### config.mk
export PLATFORM = sky130hd
export DESIGN_NAME = pip_cross_unit
export DESIGN_NICKNAME = d
export VERILOG_FILES = /design/src/design/pip_pkg.sv /design/src/design/pip_cross_unit.sv
export SDC_FILE = /design/constraint.sdc
export NUM_CORES = 2
export LEC_CHECK = 0
export ABC_AREA = 1
export BUFFER_PORTS_ARGS = -buffer_cell sky130_fd_sc_hd__buf_2
export CAP_MARGIN = 10
export CORE_UTILIZATION = 45
export CTS_BUF_LIST = sky130_fd_sc_hd__clkbuf_2 sky130_fd_sc_hd__clkbuf_4 sky130_fd_sc_hd__clkbuf_8
export CTS_CLUSTER_DIAMETER = 60
export DETAILED_ROUTE_END_ITERATION = 6
export PLACE_DENSITY_LB_ADDON = 0.3
export SETUP_SLACK_MARGIN = 0.5
export SYNTH_ARGS = -nofsm -noshare
export SYNTH_HDL_FRONTEND = slang
export SYNTH_SLANG_ARGS = --single-unit
### constraint.sdc
create_clock -name clk -period 26 [get_ports clk]
set_input_delay 5.2 -clock clk [delete_from_list [all_inputs] [get_ports clk]]
set_output_delay 5.2 -clock clk [all_outputs]
set_load 0.02 [all_outputs]
### src/design/pip_pkg.sv
`timescale 1ns / 1ps
`default_nettype none
// ----------------------------------------------------------------------------
// pip_pkg - point-in-polygon test package
// Sizes, coordinate types, sequencer states and the datapath control struct.
// ----------------------------------------------------------------------------
package pip_pkg;

  localparam int FIELD_BITS     = 32;   // width of the coordinate fields
  localparam int COORD_BITS     = 32;   // bits of a coordinate actually used
  localparam int MAX_VERTICES   = 64;
  localparam int MIN_POLY_VERTS = 3;

  localparam int ADDR_W = $clog2(MAX_VERTICES);
  localparam int CNT_W  = $clog2(MAX_VERTICES + 1);
  localparam int DIFF_W = COORD_BITS + 1;
  localparam int PROD_W = 2 * DIFF_W;

  localparam logic REQ_LOAD  = 1'b0;
  localparam logic REQ_QUERY = 1'b1;

  typedef logic signed [COORD_BITS-1:0] coord_t;
  typedef logic signed [DIFF_W-1:0]     diff_t;
  typedef logic signed [PROD_W-1:0]     prod_t;
  typedef logic        [ADDR_W-1:0]     addr_t;
  typedef logic        [CNT_W-1:0]      cnt_t;

  typedef enum logic [2:0] {
    ST_IDLE,
    ST_PRIME,
    ST_MUL_P,
    ST_MUL_Q,
    ST_CMP,
    ST_DONE
  } pip_state_t;

  // step select for the shared cross-product unit
  typedef struct packed {
    logic mul_p;
    logic mul_q;
  } pip_xctl_t;

endpackage : pip_pkg
`default_nettype wire

### src/design/pip_cross_unit.sv
`timescale 1ns / 1ps
`default_nettype none
// ----------------------------------------------------------------------------
// pip_cross_unit - shared cross-product compare
// One signed multiplier forms both cross terms of an edge on successive
// steps; a compare of the registered terms then decides if the edge is crossed.
// ----------------------------------------------------------------------------
module pip_cross_unit (
  input  wire logic               clk,
  input  wire pip_pkg::pip_xctl_t ctl,
  input  wire pip_pkg::coord_t    px,
  input  wire pip_pkg::coord_t    py,
  input  wire pip_pkg::coord_t    xi,
  input  wire pip_pkg::coord_t    yi,
  input  wire pip_pkg::coord_t    xj,
  input  wire pip_pkg::coord_t    yj,
  output logic                    hit
);
  import pip_pkg::*;

  diff_t op_a, op_b;
  prod_t prod;
  prod_t prod_p, prod_q;
  logic  straddle, dy_neg;

  function automatic diff_t sub(input coord_t a, input coord_t b);
    return diff_t'({a[COORD_BITS-1], a}) - diff_t'({b[COORD_BITS-1], b});
  endfunction

  // P = (px - xi) * (yj - yi), Q = (xj - xi) * (py - yi)
  always_comb begin
    if (ctl.mul_p) begin
      op_a = sub(px, xi);
      op_b = sub(yj, yi);
    end else begin
      op_a = sub(xj, xi);
      op_b = sub(py, yi);
    end
  end

  assign prod = prod_t'(op_a) * prod_t'(op_b);

  always_ff @(posedge clk) begin
    if (ctl.mul_p) begin
      prod_p   <= prod;
      straddle <= (yi > py) != (yj > py);
      dy_neg   <= yj < yi;
    end
    if (ctl.mul_q) begin
      prod_q <= prod;
    end
  end

  // rising edge: crossed when P < Q; falling edge: when P > Q
  assign hit = straddle && (dy_neg ? (prod_p > prod_q) : (prod_p < prod_q));

endmodule : pip_cross_unit
`default_nettype wire
==> results by group <==
Outcome
  • Status: finished, violations left
  • Violated checks: DRC

Yosys
  • Syn Inst Count: 6487
  • Top_reg_cell synth: edfxtp_1
  • Seq/Total Area, Yosys: 0.0764
  • Yosys cell types: 52
  • Yosys reg bits: 134
  • Number of synthesized flops with an enable pin: 134
  • Synth Cell Area: 0.0527 mm²
  • Ranking of synthesized cells by area: fa_1 (44%), inv_1 (11%), ha_1 (9.8%), nand2_1 (9.6%), edfxtp_1 (7.6%)
  • Syn_nets: 8243
  • Synth warn: 0
  • Synth area leader: fa_1
  • Top-area cell type share of the netlist area: 0.436
  • Ys async rst share: 0
  • Syn Area/Cell: 8.12 µm²

Timing
  • Final Max Tran Viols: 0
  • Worst slew pin tran: 1.23 ns
  • Fmax: 0.0616 GHz
  • Fin crit share: 0.624
  • Setup Viol. Count Final: 0
  • Worst hold margin: 5.26 ns
  • Setup TNS: 0 ns
  • Min cycle time layout: 16.23 ns
  • Hold Vio Cnt, Final: 0
  • RSZ-0062 raised after global routing: false
  • Slew HR: 0.181

Final layout
  • Share of layout cells above drive strength 1: 0.0574
  • Fin nets: 8325
  • Layout area overhead: 5.67%

Floorplan
  • Num ports: 196
  • Core area: 0.116 mm²
  • Chip Height: 344 µm
  • Die Wd: 344 µm
  • Die area: 0.118 mm²
  • FP Rows: 125
  • Initial core utilization: 0.454

Clocking
  • Post_cts resized: 0
  • Post-CTS Setup Repair Bufs: 0
  • Cts-stage hold buffer count: 0
  • Cts bufs inserted: 17
  • Clock Tree Buf Depth: 2
  • CTS tree: built
  • CTS sink count: 134
  • H-tree Lvls: 4
  • Clock transition at path regs: 0.09 ns
  • Clock root buffer master: clkbuf_8

Global route
  • Gr ovfl total: 0
  • Vias in the first global route: 47300
  • All-Layer GR Usage: 0.318
  • Pin count of the biggest net entering global routing: 82
  • Initial antenna violation count: 10
  • Global-route wire length before repair: 281 mm

Drt
  • Mean routed wirelength per cell: 22.5 µm
  • WL final: 182 mm
  • DRT iter0 DRCs: 3668
  • Router iterations before antenna repair: 7
  • Antenna Nets Post-Route: 0
  • Residual DRC: 5
  • Routed vias: 44100
  • Vias per cell: 5.44

Hold path
  • Hold WC Path Type: in -> reg
  • Hold Path Stages: 1

Placement
  • GP Congestion: 0.988
  • Hpwl dp: 151 mm
  • IO Port Bufs: 195

Worst setup path
  • Max incr delay on CP: 0.84 ns
  • CP arrival: 16.43 ns
  • Startpoint types: primary input
  • CP Max Fanout: 81
  • CP Data Required Time: 26.20 ns
  • Crit end category: flop
  • Cell repeated most along the worst path: fa_1
  • Crit-path slowest cell: fa_1
  • Critical path class: in -> reg

Run
  • Max-capacitance violation count: 0
## cells in the mapped netlist (6+ instances only)
library cell,n
clkbuf_1,68
o21ai_2,6
a21oi_1,257
buf_2,110
edfxtp_1,134
a21o_1,27
buf_4,11
buf_1,6
nand4_1,35
o21bai_1,25
a31oi_1,23
nor2_1,607
nor3_1,38
nand2_1,1342
ha_1,413
inv_2,22
nor4_1,7
xor2_1,68
o21ai_0,161
o21a_1,11
fa_1,1148
a21boi_0,10
o21ai_1,7
inv_1,1561
xnor2_1,33
nand2_2,14
nand3_1,288
## per-stage QoR
stage	std cells	area (µm²)	worst slack [ns]	utilization
2_1_floorplan	6487	52700	12.01	-
3_3_place_gp	8073	55200	9.40	0.476
3_5_place_dp	8073	55200	9.24	0.476
4_1_cts	8105	55600	9.74	0.479
5_1_grt	8107	55600	9.07	0.479
6_report	8108	55600	9.77	0.479
## worst max-delay path: cells and delay by family
kind / cells / cell delay (ns)
AND/OR/NAND/NOR: 13 / 2.51
buffers and inverters: 10 / 2.56
AO/OA/AOI/OAI: 4 / 0.68
adder cells (fa/ha/maj): 10 / 5.26
## cell usage in the layout (no fill, tap or decap), types with 3 or more instances in the layout
master	n
nand4_1	35
inv_1	1560
buf_2	194
nor3_1	38
edfxtp_1	134
nand2_1	1342
o21ai_1	6
inv_8	5
or2_2	3
a31oi_1	23
nand3_2	5
a21o_1	27
o21ai_2	7
clkbuf_8	17
o21ai_0	160
nand3_1	288
buf_4	65
o21bai_1	25
ha_1	413
nand3b_1	5
xnor2_1	33
o21a_1	11
o211ai_1	4
xor2_2	16
nand2_2	14
clkinv_4	4
a21oi_1	257
fa_1	1148
inv_2	23
a21boi_0	10
nor2_1	607
clkinv_8	3
nor4_1	7
xor2_4	3
xor2_1	57
nor2_2	5
## routing by layer
layer,global-route usage,vias to the layer above,share of wire
li1,-,19500,-
met1,0.400,22100,0.39
met2,0.532,2045,0.47
met3,0.0627,464,0.093
met4,0.139,18,0.051
met5,0,-,0.00064
## state kept, by name, summed over array words and instances, names as in the netlist
name and count:
prod_q 66, dy_neg 1, straddle 1, prod_p 66
## area by class of cell
type	count	area, µm²
Antenna cell	2	5.00
Fill cell	11500	60400
Inverter	1584	5950
Multi-Input combinational cell	4571	41800
Clock buffer	17	234
Clock inverter	15	188
Timing Repair Buffer	261	1500
Tap cell	1524	1910
Sequential cell	134	4020
## final timing paths
| path | slack [ns] | endpoint | from |
|---|---|---|---|
| max | 9.77 | prod_q[63] | ctl[1] |
| min | 5.26 | prod_p[1] | ctl[1] |
## logic make-up (layout without fill, tap and decap cells)
| group | Yosys count | after routing | share of synthesized area |
|---|---|---|---|
| buf+inv | 1782 | 1877 | 0.131 |
| simple gates | 2360 | 2360 | 0.181 |
| xor+xnor | 111 | 111 | 0.0205 |
| fa+ha+maj | 1561 | 1561 | 0.535 |
| other cells | 0 | 2 | 0 |
| flops | 134 | 134 | 0.0764 |
| compound gates | 538 | 538 | 0.0566 |
| mux | 1 | 1 | 0.000190 |
Power is not shown: default switching activity piles up to over one toggle a cycle in this logic, so the estimate is an artifact.
